<file path="src/sv/mean_and_std_deviation_defines.svh">
// Assertion helpers for the statistics block.
`ifndef MEAN_AND_STD_DEVIATION_DEFINES_SVH
`define MEAN_AND_STD_DEVIATION_DEFINES_SVH

// Checked outside reset only.
`define MSD_ASSERT(lbl, prop) \
  lbl: assert property (@(posedge clk_i) disable iff (!rst_ni) (prop)) \
    else $error("mean_and_std_deviation: assertion failed");

// Checked at every edge, reset included.
`define MSD_ASSERT_ALWAYS(lbl, prop) \
  lbl: assert property (@(posedge clk_i) (prop)) \
    else $error("mean_and_std_deviation: assertion failed");

`endif

</file>
<file path="src/sv/msd_pkg.sv">
package msd_pkg;

  localparam int MAX_SAMPLES = 65536;

  localparam int SMP_W  = 16;
  localparam int SQ1_W  = 2 * SMP_W;
  localparam int CNT_W  = $clog2(MAX_SAMPLES + 1);
  localparam int SUM_W  = SMP_W + CNT_W;
  localparam int RT_W   = (SQ1_W + CNT_W) / 2;
  localparam int SQ_W   = 2 * RT_W;
  localparam int DVS_W  = CNT_W + 1;
  localparam int DVD_W  = SQ_W;
  localparam int ITER_W = $clog2(DVD_W + 1);
  localparam int STD_W  = 17;

  localparam int QDEPTH = 2;
  localparam int QPTR_W = $clog2(QDEPTH);
  localparam int QCNT_W = $clog2(QDEPTH + 1);

  typedef struct packed {
    logic signed [SUM_W-1:0] sum;
    logic [SQ_W-1:0]         sqs;
    logic [CNT_W-1:0]        cnt;
    logic                    ovf;
  } msd_set_t;

  typedef struct packed {
    logic full;
    logic empty;
  } msd_q_st_t;

endpackage

</file>
<file path="src/sv/mean_and_std_deviation.sv">
// Samples: one transfer per cycle; the front end stalls only when the set queue is full.
// Result path: the shared one-bit-per-cycle divider forms the mean, then the variance,
// and the two-bit-per-cycle root takes the square root of the variance.
// Results: a new set is taken only once the last result is loaded; a two-entry queue holds sets.
// Reset (rst_ni low, asynchronous): accumulators, queue, result valid and reference mean clear.
`include "mean_and_std_deviation_defines.svh"

module mean_and_std_deviation
  import msd_pkg::*;
(
  input  logic                    clk_i,
  input  logic                    rst_ni,
  input  logic                    reference_mean_we_i,
  input  logic signed [SMP_W-1:0] reference_mean_i,
  input  logic                    in_valid_i,
  output logic                    in_stall_o,
  input  logic signed [SMP_W-1:0] sample_i,
  input  logic                    last_sample_i,
  output logic                    out_valid_o,
  input  logic                    out_stall_i,
  output logic signed [SMP_W-1:0] mean_value_o,
  output logic [STD_W-1:0]        std_deviation_o,
  output logic [CNT_W-1:0]        sample_count_o,
  output logic                    overflow_o
);

  logic signed [SMP_W-1:0] ref_mean_q;
  msd_q_st_t               q_st;
  logic                    push;
  msd_set_t                push_data;
  logic                    pop;
  msd_set_t                pop_data;
  logic                    count_ok;
  logic                    count_full;

  always_ff @(posedge clk_i or negedge rst_ni) begin
    if (!rst_ni) begin
      ref_mean_q <= '0;
    end else if (reference_mean_we_i) begin
      ref_mean_q <= reference_mean_i;
    end
  end

  msd_front u_front (
    .clk_i         (clk_i),
    .rst_ni        (rst_ni),
    .in_valid_i    (in_valid_i),
    .in_stall_o    (in_stall_o),
    .sample_i      (sample_i),
    .last_sample_i (last_sample_i),
    .ref_mean_i    (ref_mean_q),
    .q_st_i        (q_st),
    .push_o        (push),
    .push_data_o   (push_data)
  );

  msd_queue u_queue (
    .clk_i       (clk_i),
    .rst_ni      (rst_ni),
    .push_i      (push),
    .push_data_i (push_data),
    .pop_i       (pop),
    .pop_data_o  (pop_data),
    .st_o        (q_st)
  );

  msd_back u_back (
    .clk_i           (clk_i),
    .rst_ni          (rst_ni),
    .q_st_i          (q_st),
    .pop_data_i      (pop_data),
    .pop_o           (pop),
    .out_valid_o     (out_valid_o),
    .out_stall_i     (out_stall_i),
    .mean_value_o    (mean_value_o),
    .std_deviation_o (std_deviation_o),
    .sample_count_o  (sample_count_o),
    .overflow_o      (overflow_o)
  );

  assign count_full = sample_count_o == CNT_W'(MAX_SAMPLES);
  assign count_ok   = (sample_count_o != '0) && (sample_count_o <= CNT_W'(MAX_SAMPLES));

  `MSD_ASSERT(a_stall_needs_full, in_stall_o |-> q_st.full)
  `MSD_ASSERT(a_count_range, out_valid_o |-> count_ok)
  `MSD_ASSERT(a_overflow_saturated, (out_valid_o && overflow_o) |-> count_full)
  `MSD_ASSERT(a_queue_status, !(q_st.full && q_st.empty))

endmodule

</file>
<file path="src/sv/msd_front.sv">
module msd_front
  import msd_pkg::*;
(
  input  logic                    clk_i,
  input  logic                    rst_ni,
  input  logic                    in_valid_i,
  output logic                    in_stall_o,
  input  logic signed [SMP_W-1:0] sample_i,
  input  logic                    last_sample_i,
  input  logic signed [SMP_W-1:0] ref_mean_i,
  input  msd_q_st_t               q_st_i,
  output logic                    push_o,
  output msd_set_t                push_data_o
);

  logic signed [SMP_W:0]   diff;
  logic signed [SMP_W:0]   diff_neg;
  logic [SMP_W-1:0]        mag;
  logic [SQ1_W-1:0]        sq;

  logic                    a_valid_q, a_valid_d;
  logic signed [SMP_W-1:0] a_s_q;
  logic [SQ1_W-1:0]        a_sq_q;
  logic                    a_last_q;

  logic signed [SUM_W-1:0] sum_q, sum_d;
  logic [SQ_W-1:0]         sqs_q, sqs_d;
  logic [CNT_W-1:0]        cnt_q, cnt_d;
  logic                    ovf_q, ovf_d;

  logic                    accept;
  logic                    b_ok;
  logic                    adv;
  logic                    take;
  msd_set_t                rec;

  assign diff     = {sample_i[SMP_W-1], sample_i} - {ref_mean_i[SMP_W-1], ref_mean_i};
  assign diff_neg = -diff;
  assign mag      = diff[SMP_W] ? diff_neg[SMP_W-1:0] : diff[SMP_W-1:0];
  assign sq       = mag * mag;

  assign b_ok       = !(a_last_q && q_st_i.full);
  assign adv        = a_valid_q && b_ok;
  assign in_stall_o = a_valid_q && !b_ok;
  assign accept     = in_valid_i && !in_stall_o;

  assign take = cnt_q < CNT_W'(MAX_SAMPLES);

  always_comb begin
    if (take) begin
      rec.sum = sum_q + SUM_W'(a_s_q);
      rec.sqs = sqs_q + SQ_W'(a_sq_q);
      rec.cnt = cnt_q + CNT_W'(1);
      rec.ovf = ovf_q;
    end else begin
      rec.sum = sum_q;
      rec.sqs = sqs_q;
      rec.cnt = cnt_q;
      rec.ovf = 1'b1;
    end
  end

  assign push_o      = adv && a_last_q;
  assign push_data_o = rec;

  always_comb begin
    a_valid_d = a_valid_q;
    if (accept) begin
      a_valid_d = 1'b1;
    end else if (adv) begin
      a_valid_d = 1'b0;
    end
  end

  always_comb begin
    sum_d = sum_q;
    sqs_d = sqs_q;
    cnt_d = cnt_q;
    ovf_d = ovf_q;
    if (adv) begin
      if (a_last_q) begin
        sum_d = '0;
        sqs_d = '0;
        cnt_d = '0;
        ovf_d = 1'b0;
      end else begin
        sum_d = rec.sum;
        sqs_d = rec.sqs;
        cnt_d = rec.cnt;
        ovf_d = rec.ovf;
      end
    end
  end

  always_ff @(posedge clk_i or negedge rst_ni) begin
    if (!rst_ni) begin
      a_valid_q <= 1'b0;
      a_last_q  <= 1'b0;
      sum_q     <= '0;
      sqs_q     <= '0;
      cnt_q     <= '0;
      ovf_q     <= 1'b0;
    end else begin
      a_valid_q <= a_valid_d;
      sum_q     <= sum_d;
      sqs_q     <= sqs_d;
      cnt_q     <= cnt_d;
      ovf_q     <= ovf_d;
      if (accept) begin
        a_last_q <= last_sample_i;
      end
    end
  end

  always_ff @(posedge clk_i) begin
    if (accept) begin
      a_s_q  <= sample_i;
      a_sq_q <= sq;
    end
  end

endmodule

</file>
<file path="src/sv/msd_queue.sv">
module msd_queue
  import msd_pkg::*;
(
  input  logic      clk_i,
  input  logic      rst_ni,
  input  logic      push_i,
  input  msd_set_t  push_data_i,
  input  logic      pop_i,
  output msd_set_t  pop_data_o,
  output msd_q_st_t st_o
);

  msd_set_t          mem_q [QDEPTH];
  logic [QPTR_W-1:0] wr_ptr_q, rd_ptr_q;
  logic [QCNT_W-1:0] cnt_q;

  function automatic logic [QPTR_W-1:0] ptr_inc(input logic [QPTR_W-1:0] p);
    logic [QPTR_W-1:0] r;
    if (p == QPTR_W'(QDEPTH - 1)) begin
      r = '0;
    end else begin
      r = p + QPTR_W'(1);
    end
    return r;
  endfunction

  assign pop_data_o = mem_q[rd_ptr_q];
  assign st_o.full  = cnt_q == QCNT_W'(QDEPTH);
  assign st_o.empty = cnt_q == '0;

  always_ff @(posedge clk_i or negedge rst_ni) begin
    if (!rst_ni) begin
      wr_ptr_q <= '0;
      rd_ptr_q <= '0;
      cnt_q    <= '0;
    end else begin
      if (push_i) begin
        wr_ptr_q <= ptr_inc(wr_ptr_q);
      end
      if (pop_i) begin
        rd_ptr_q <= ptr_inc(rd_ptr_q);
      end
      if (push_i && !pop_i) begin
        cnt_q <= cnt_q + QCNT_W'(1);
      end else if (pop_i && !push_i) begin
        cnt_q <= cnt_q - QCNT_W'(1);
      end
    end
  end

  always_ff @(posedge clk_i) begin
    if (push_i) begin
      mem_q[wr_ptr_q] <= push_data_i;
    end
  end

endmodule

</file>
<file path="src/sv/msd_back.sv">
module msd_back
  import msd_pkg::*;
(
  input  logic                    clk_i,
  input  logic                    rst_ni,
  input  msd_q_st_t               q_st_i,
  input  msd_set_t                pop_data_i,
  output logic                    pop_o,
  output logic                    out_valid_o,
  input  logic                    out_stall_i,
  output logic signed [SMP_W-1:0] mean_value_o,
  output logic [STD_W-1:0]        std_deviation_o,
  output logic [CNT_W-1:0]        sample_count_o,
  output logic                    overflow_o
);

  localparam logic [2:0] S_IDLE = 3'd0;
  localparam logic [2:0] S_DIVM = 3'd1;
  localparam logic [2:0] S_DIVS = 3'd2;
  localparam logic [2:0] S_SQRT = 3'd3;
  localparam logic [2:0] S_FIN  = 3'd4;

  logic [2:0]              state_q, state_d;
  logic [ITER_W-1:0]       iter_q, iter_d;

  logic                    neg_q, neg_d;
  logic [CNT_W-1:0]        n_q, n_d;
  logic                    ovf_q, ovf_d;
  logic [SQ_W-1:0]         sqs_q, sqs_d;
  logic [DVD_W-1:0]        dvd_q, dvd_d;
  logic [DVS_W-1:0]        rem_q, rem_d;
  logic [DVS_W-1:0]        dvs_q, dvs_d;
  logic [SMP_W-1:0]        mean_q, mean_d;
  logic [CNT_W-1:0]        remd_q, remd_d;
  logic [SQ_W-1:0]         v_q, v_d;
  logic [RT_W-1:0]         root_q, root_d;
  logic [RT_W:0]           srem_q, srem_d;

  logic                    out_valid_q, out_valid_d;
  logic [SMP_W-1:0]        o_mean_q;
  logic [STD_W-1:0]        o_std_q;
  logic [CNT_W-1:0]        o_cnt_q;
  logic                    o_ovf_q;
  logic                    out_load;

  logic signed [SUM_W-1:0] sum_neg;
  logic [SUM_W-1:0]        sum_mag;

  logic [DVS_W:0]          div_sh;
  logic [DVS_W:0]          div_sub;
  logic                    div_ge;
  logic [DVS_W-1:0]        div_rem;
  logic [DVD_W-1:0]        div_quo;

  logic [RT_W+2:0]         sq_acc;
  logic [RT_W+2:0]         sq_trial;
  logic [RT_W+2:0]         sq_sub;
  logic                    sq_ge;

  logic                    rnd;
  logic [RT_W-1:0]         root_fin;

  assign sum_neg = -pop_data_i.sum;
  assign sum_mag = pop_data_i.sum[SUM_W-1] ? sum_neg : pop_data_i.sum;

  assign div_sh  = {rem_q, dvd_q[DVD_W-1]};
  assign div_ge  = div_sh >= {1'b0, dvs_q};
  assign div_sub = div_sh - {1'b0, dvs_q};
  assign div_rem = div_ge ? div_sub[DVS_W-1:0] : div_sh[DVS_W-1:0];
  assign div_quo = {dvd_q[DVD_W-2:0], div_ge};

  assign sq_acc   = {srem_q, v_q[SQ_W-1 -: 2]};
  assign sq_trial = (RT_W+3)'({root_q, 2'b01});
  assign sq_ge    = sq_acc >= sq_trial;
  assign sq_sub   = sq_acc - sq_trial;

  // round up when 4*sqs >= n*(2r+1)^2, from the two remainders
  assign rnd = (srem_q > {1'b0, root_q}) ||
               ((srem_q == {1'b0, root_q}) && ({remd_q, 2'b00} >= {2'b00, n_q}));
  assign root_fin = root_q + RT_W'(rnd);

  assign out_load = (state_q == S_FIN) && (!out_valid_q || !out_stall_i);
  assign pop_o    = (state_q == S_IDLE) && !q_st_i.empty;

  always_comb begin
    state_d = state_q;
    iter_d  = iter_q;
    neg_d   = neg_q;
    n_d     = n_q;
    ovf_d   = ovf_q;
    sqs_d   = sqs_q;
    dvd_d   = dvd_q;
    rem_d   = rem_q;
    dvs_d   = dvs_q;
    mean_d  = mean_q;
    remd_d  = remd_q;
    v_d     = v_q;
    root_d  = root_q;
    srem_d  = srem_q;
    case (state_q)
      S_IDLE: begin
        if (!q_st_i.empty) begin
          neg_d   = pop_data_i.sum[SUM_W-1];
          n_d     = pop_data_i.cnt;
          ovf_d   = pop_data_i.ovf;
          sqs_d   = pop_data_i.sqs;
          dvd_d   = DVD_W'({sum_mag, 1'b0}) + DVD_W'(pop_data_i.cnt);
          dvs_d   = {pop_data_i.cnt, 1'b0};
          rem_d   = '0;
          iter_d  = '0;
          state_d = S_DIVM;
        end
      end
      S_DIVM: begin
        dvd_d  = div_quo;
        rem_d  = div_rem;
        iter_d = iter_q + ITER_W'(1);
        if (iter_q == ITER_W'(DVD_W - 1)) begin
          mean_d  = neg_q ? -div_quo[SMP_W-1:0] : div_quo[SMP_W-1:0];
          dvd_d   = sqs_q;
          dvs_d   = DVS_W'(n_q);
          rem_d   = '0;
          iter_d  = '0;
          state_d = S_DIVS;
        end
      end
      S_DIVS: begin
        dvd_d  = div_quo;
        rem_d  = div_rem;
        iter_d = iter_q + ITER_W'(1);
        if (iter_q == ITER_W'(DVD_W - 1)) begin
          v_d     = div_quo;
          remd_d  = div_rem[CNT_W-1:0];
          root_d  = '0;
          srem_d  = '0;
          iter_d  = '0;
          state_d = S_SQRT;
        end
      end
      S_SQRT: begin
        v_d    = v_q << 2;
        root_d = {root_q[RT_W-2:0], sq_ge};
        srem_d = sq_ge ? sq_sub[RT_W:0] : sq_acc[RT_W:0];
        iter_d = iter_q + ITER_W'(1);
        if (iter_q == ITER_W'(RT_W - 1)) begin
          state_d = S_FIN;
        end
      end
      S_FIN: begin
        if (out_load) begin
          state_d = S_IDLE;
        end
      end
      default: begin
        state_d = S_IDLE;
      end
    endcase
  end

  always_comb begin
    out_valid_d = out_valid_q;
    if (out_load) begin
      out_valid_d = 1'b1;
    end else if (out_valid_q && !out_stall_i) begin
      out_valid_d = 1'b0;
    end
  end

  always_ff @(posedge clk_i or negedge rst_ni) begin
    if (!rst_ni) begin
      state_q     <= S_IDLE;
      iter_q      <= '0;
      out_valid_q <= 1'b0;
    end else begin
      state_q     <= state_d;
      iter_q      <= iter_d;
      out_valid_q <= out_valid_d;
    end
  end

  always_ff @(posedge clk_i) begin
    neg_q  <= neg_d;
    n_q    <= n_d;
    ovf_q  <= ovf_d;
    sqs_q  <= sqs_d;
    dvd_q  <= dvd_d;
    rem_q  <= rem_d;
    dvs_q  <= dvs_d;
    mean_q <= mean_d;
    remd_q <= remd_d;
    v_q    <= v_d;
    root_q <= root_d;
    srem_q <= srem_d;
    if (out_load) begin
      o_mean_q <= mean_q;
      o_std_q  <= root_fin[STD_W-1:0];
      o_cnt_q  <= n_q;
      o_ovf_q  <= ovf_q;
    end
  end

  assign out_valid_o     = out_valid_q;
  assign mean_value_o    = o_mean_q;
  assign std_deviation_o = o_std_q;
  assign sample_count_o  = o_cnt_q;
  assign overflow_o      = o_ovf_q;

endmodule

</file>
<file path="config.mk">
export PLATFORM = sky130hd
export DESIGN_NAME = mean_and_std_deviation
export DESIGN_NICKNAME = d
export VERILOG_FILES = /design/src/sv/msd_pkg.sv /design/src/sv/mean_and_std_deviation.sv /design/src/sv/msd_front.sv /design/src/sv/msd_queue.sv /design/src/sv/msd_back.sv
export VERILOG_INCLUDE_DIRS = /design/src /design/src/sv
export SDC_FILE = /design/constraint.sdc
export NUM_CORES = 2
export LEC_CHECK = 0
export BUFFER_PORTS_ARGS = -buffer_cell sky130_fd_sc_hd__buf_2
export CAP_MARGIN = 10
export CORE_ASPECT_RATIO = 0.75
export CORE_UTILIZATION = 40
export CTS_CLUSTER_DIAMETER = 50
export DETAILED_ROUTE_END_ITERATION = 16
export PLACE_DENSITY_LB_ADDON = 0.2
export SLEW_MARGIN = 15
export SYNTH_ARGS = -nofsm -noshare
export SYNTH_HDL_FRONTEND = slang
export SYNTH_SLANG_ARGS = --single-unit
</file>
<file path="constraint.sdc">
create_clock -name clk_i -period 10.35 [get_ports clk_i]
set_input_delay 0.5175 -clock clk_i [delete_from_list [all_inputs] [get_ports clk_i]]
set_output_delay 0.5175 -clock clk_i [all_outputs]
set_load 0.1 [all_outputs]
</file>
* Word level (Yosys, flattened, before mapping)
Memory sizes are Yosys's and may differ from the RTL's. Index checks and enable logic that the tools add are counted.
Storage, ports and cells: flip-flop bits (word level) 511, RAM bits 198, input port bits 38, word-level logic and storage cells 150, memories 1
Memories:
- u_queue.mem_q | depth 2, width 99, rd ports 1, clocked after memory_dff 0, write ports 1, RTL line msd_queue.sv:13 | msd_set_t mem_q [QDEPTH];
Operators by class: $add $sub $neg 16, multipliers 1, magnitude comparators 5, eq/ne operators 13, multiplexer cells 44, bitwise logic cells 1, reduce and logical (&&, ||, !) cells 38
Operator list (count):
- $mux 48 | 4
- $pmux 48 s3 | 1
- $mux 99 | 1
- $pmux 48 s2 | 1
- $mux 18 | 5
- $mux 33 | 2
- $pmux 18 s3 | 1
- $mux 25 | 2
- $pmux 25 s2 | 1
- $add 48x32->48 | 1
- $pmux 24 s2 | 1
- $pmux 18 s2 | 1
- $add 34x17->35 | 1
- $add 33x16->33 | 1
- $neg 33->33 | 1
- $mul 16x16->32 | 1
- $mux 16 | 2
- $neg 16->16 | 2
- $ge 27x26->1 | 1
- $eq 25x24->1 | 1
- $gt 25x24->1 | 1
- $sub 25x25->25 | 1
- $mux 24 | 1
- $ge 19x17->1 | 1
- 37 further kinds | 83

* Logic depth before layout (Yosys ltp)
depth after elaboration 9, gate-level depth with buffers 39

* Hierarchy
Synthesis repeated with hierarchy kept, for this count alone.
Unflattened totals: cells, all modules 3997, area total of the unflattened synthesis 45003.2 µm²
Modules (own cells, without submodules):
- msd_front | instances 1, cells an instance 2071, area an instance 18512.8 µm²
- msd_back | instances 1, cells an instance 1568, area an instance 18011.0 µm²
- msd_queue | instances 1, cells an instance 324, area an instance 7830.0 µm²
- mean_and_std_deviation | instances 1, cells an instance 34, area an instance 649.4 µm²

* Least setup slack after synthesis
No wires, ideal clock.
kind input to register, from in sample_i[0], to reg u_front.a_sq_q[30] (data pin), data arrival time 8800 ps, data required time 10092 ps, slack 1292 ps, cell stages on the path 37, path buffers 2, cells stage by stage inv_1 -> ha_1 -> fa_1 -> nor2b_1 -> o31a_1 -> o21ai_0 -> a21oi_1 -> o221ai_1 -> a31oi_1 -> clkbuf_1 -> nor2_1 -> xnor2_1 -> inv_1 -> clkbuf_1 -> nor2_1 -> fa_1 -> fa_1 -> inv_1 -> fa_1 -> inv_1 -> fa_1 -> fa_1 -> inv_1 -> fa_1 -> inv_1 -> ha_1 -> a21o_1 -> a21o_1 -> a21oi_1 -> a21bo_2 -> a21oi_1 -> o41a_1 -> a41o_1 -> nor3_1 -> o21bai_1 -> a21oi_1 -> xnor2_1
On the way: cells in the longest elaborated chain, start to end 4
RTL lines:
- start: declaration | RTL line mean_and_std_deviation.sv:17 | input logic signed [SMP_W-1:0] sample_i,
- $sub 16x16->17 * | RTL line msd_front.sv:37 | assign diff = {sample_i[SMP_W-1], sample_i} - {ref_mean_i[SMP_W-1], ref_mean_i};
- $neg 16->16 | RTL line msd_front.sv:38 | assign diff_neg = -diff;
- $mux 16 * | RTL line msd_front.sv:39 | assign mag = diff[SMP_W] ? diff_neg[SMP_W-1:0] : diff[SMP_W-1:0];
- $mul 16x16->32 * | RTL line msd_front.sv:40 | assign sq = mag * mag;
- named net u_front.sq[30] | RTL line msd_front.sv:19 | logic [SQ1_W-1:0] sq;
- end signal: assignment | RTL line msd_front.sv:118 | a_sq_q <= sq;
- end: declaration | RTL line msd_front.sv:23 | logic [SQ1_W-1:0] a_sq_q;
The timed path passes the listed nets; every way through them passes the cells marked *. A chain may end at the register's enable or synchronous reset.

* Worst setup path after layout
from reg ref_mean_q[0], to reg u_front.a_sq_q[30] (data pin)
On the way: cells in the longest elaborated chain, start to end 4
RTL lines:
- start: declaration | RTL line mean_and_std_deviation.sv:27 | logic signed [SMP_W-1:0] ref_mean_q;
- start signal: assignment | RTL line mean_and_std_deviation.sv:40 | ref_mean_q <= reference_mean_i;
- $sub 16x16->17 * | RTL line msd_front.sv:37
- $neg 16->16 | RTL line msd_front.sv:38
- $mux 16 * | RTL line msd_front.sv:39
- $mul 16x16->32 * | RTL line msd_front.sv:40
- named net u_front.sq[30] | RTL line msd_front.sv:19
Marked as above.

==> impl_metrics.yaml <==
final_layout:
  drive_above_1_share_pct: 10.7
  syn2layout_area_growth_pct: 12.1
  nNetsFinal: 4586
  fill_cells: 9997
sta:
  max_freq_mhz: 107
  rsz0062_at_grt: "false"
  final-hold-violation-count: 0
  finalMaxSlewViolations: 0
  worstMarginPinSlew_ns: 1.09
  maxSlewHeadroom_pct: 26.6
  fin_crit_sh_pct: 90.0
  setup_viol: 0
  clock_skew_ns: 0.0666
  min_period_ns: 9.32
  finalSetupTns_ns: 0
critical_path:
  critPathSlowestCell: "fa_1"
  end_kind: "register"
  crit_family: "adder cells"
  critPathKind: "reg2reg"
  slowest_delay_ns: 0.53
  crit_top_cell: "fa_1"
  startpoint_type: "register"
  critical_path_buf_inv_count: 7
  required_ns: 10.73
  arrival_ns: 9.70
  worstPathMaxFanout: 13
synth:
  synth_edf_count: 577
  async_reset_ff_share_pct: 18.5
  ys_top_cells_by_area: "edfxtp_1 39%, fa_1 7.7%, dfrtp_1 7.5%"
  syn-cell-area_mm2: 0.0439
  yosysMostFrequentCell: "edfxtp_1"
  synth_top_area_cell: "edfxtp_1"
  syn-num-nets: 4495
  synth-seq-cells: 708
  yosysSeqAreaShare_pct: 47.0
  synthCells: 4029
  synthTopCellsByCount: "577 x edfxtp_1, 451 x nand2_1, 376 x inv_1"
  synth_top_area_share_pct: 39.5
  syn_avg_cell_area_um2: 10.9
  synthDistinctLibCells: 91
  yosys_warnings: 0
  ys.flop_type: "edfxtp_1"
route:
  detail_route.vias_per_cell: 5.30
  antenna_left: 0
  wl_per_cell_um: 18.7
  drt-pass1-iter-count: 7
  drc: 0
  routed_wl_um: 105000
  vias: 29836
  drt_iter0_markers: 2247
clock_network:
  clk_latency_ns: 0.69
  cts_root_buf: "clkbuf_16"
  htree_levels: 3
  cts_buffers: 88
  cts_sinks: 708
  path_clk_slew_ns: 0.05
  post_cts_buffers: 0
  tritoncts: "yes"
  cts_buffer_depth: 3
  cts_resized: 0
job:
  drv_cap: 0
floorplanning:
  start_util_pct: 40.6
  die_h_um: 289
  rows: 104
  die_w_um: 384
  die_area_mm2: 0.111
  pin_count: 91
  coreArea_mm2: 0.108
global_route:
  grt.total_usage_pct: 19.1
  grt_pass1_wl_um: 167000
  grt-ovfl-total: 0
  antenna_found_initial: 3
  first_global_vias: 28760
  grt_max_degree: 94
status:
  outcome: "finished clean"
min_path:
  hp-class: "in2reg"
placement:
  hpwlAfterDp_um: 77000
  globalplace.congestion: 0.858
  io_buffers: 90
-- sequential cells by signal (all words and copies together) (netlist names), 18 cells and up --
signal and flops:
u_back.srem_q 25, u_front.sqs_q 48, u_back.dvs_q 18, u_back.dvd_q 48, u_front.sum_q 33, u_queue.mem_q 198, u_back.sqs_q 48, u_back.v_q 48
u_back.root_q 24, u_front.a_sq_q 31, u_back.rem_q 18
-- final timing paths --
| kind | startpoint | endpoint | slack, ns | cells after the start |
|---|---|---|---|---|
| setup / recovery | ref_mean_q[0] | u_front.a_sq_q[30] | 1.03 | 36 |
| hold / removal | sample_i[0] | u_front.a_s_q[0] | 0.05 | 1 |
| setup reg to reg | ref_mean_q[0] | u_front.a_sq_q[30] | 1.03 | 36 |
| hold reg to reg | u_back.mean_q[1] | u_back.mean_value_o[1] | 0.41 | 0 |
| max in group asynchronous | rst_ni | u_queue.rd_ptr_q | 8.24 | 4 |
| min in group asynchronous | rst_ni | u_front.sum_q[1] | 0.36 | 2 |
-- per-layer routing --
layer / up-vias / global-route usage [%] / routed length, um
met4: 0 / 4.12 / 1840
met1: 14470 / 30.8 / 55900
met5: - / 0 / 0
met3: 117 / 3.15 / 5780
li1: 14532 / - / -
met2: 717 / 26.4 / 41800
-- repair_timing --
action                     4_1_cts  5_1_grt
hold endpoints to repair        42        0
setup endpoints to repair        0        0
hold buffers                     1        0
-- through the flow --
stage / worst slack (ns) / util, % / hold WS (ns) / area (um2) / std cells
6_report: 1.03 / 45.5 / 0.0494 / 49200 / 5628
5_1_grt: 0.171 / 45.5 / 0.0145 / 49200 / 5627
4_1_cts: 1.02 / 45.5 / 0.00518 / 49200 / 5627
3_5_place_dp: 0.806 / 42.6 / 0.405 / 46100 / 5460
3_3_place_gp: 0.991 / 42.6 / 0.402 / 46100 / 5460
2_1_floorplan: 1.29 / - / 0.222 / 43900 / 4029
-- final cells by class --
cell class | count | area (um2) | share of cell area, %
antenna | 1 | 2.50 | 0.00509
timing repair buffer | 141 | 842 | 1.71
inverter | 383 | 1440 | 2.92
sequential | 708 | 20600 | 41.9
clock inverter | 59 | 782 | 1.59
multi-input combinational | 2798 | 21400 | 43.5
tap | 1431 | 1790 | 3.64
clock buffer | 107 | 2310 | 4.71
-- layout by cell type (no fill, tap or decap), types with 89 or more instances in the layout --
master | netlist | routed
a21oi_1 | 152 | 148
buf_2 | 4 | 89
dfrtp_1 | 131 | 128
edfxtp_1 | 577 | 577
fa_1 | 168 | 168
ha_1 | 260 | 260
inv_1 | 376 | 375
mux2_2 | 100 | 100
nand2_1 | 451 | 449
nor2_1 | 266 | 263
o21ai_0 | 236 | 234
xnor2_1 | 176 | 176
-- worst register-to-register path, delay by kind of cell (launching register included) --
| family | cells | cell delay [ns] |
|---|---|---|
| AO/OA/AOI/OAI | 14 | 2.72 |
| buffers and inverters | 7 | 0.85 |
| AND/OR/NAND/NOR | 4 | 0.64 |
| adder cells (fa/ha/maj) | 9 | 3.98 |
| XOR/XNOR | 2 | 0.48 |
| flip-flops | 1 | 0.38 |
-- cells by family after synthesis --
group,synth area share [%]
adder cells (fa/ha/maj),15.1
multiplexers,3.97
XOR/XNOR,5.29
flip-flops,47.0
AO/OA/AOI/OAI,12.3
buffers and inverters,4.54
AND/OR/NAND/NOR,11.8
Power is left out: the tool's default activity adds up to more than one toggle a clock period on the data nets, which glitch-free logic cannot reach.
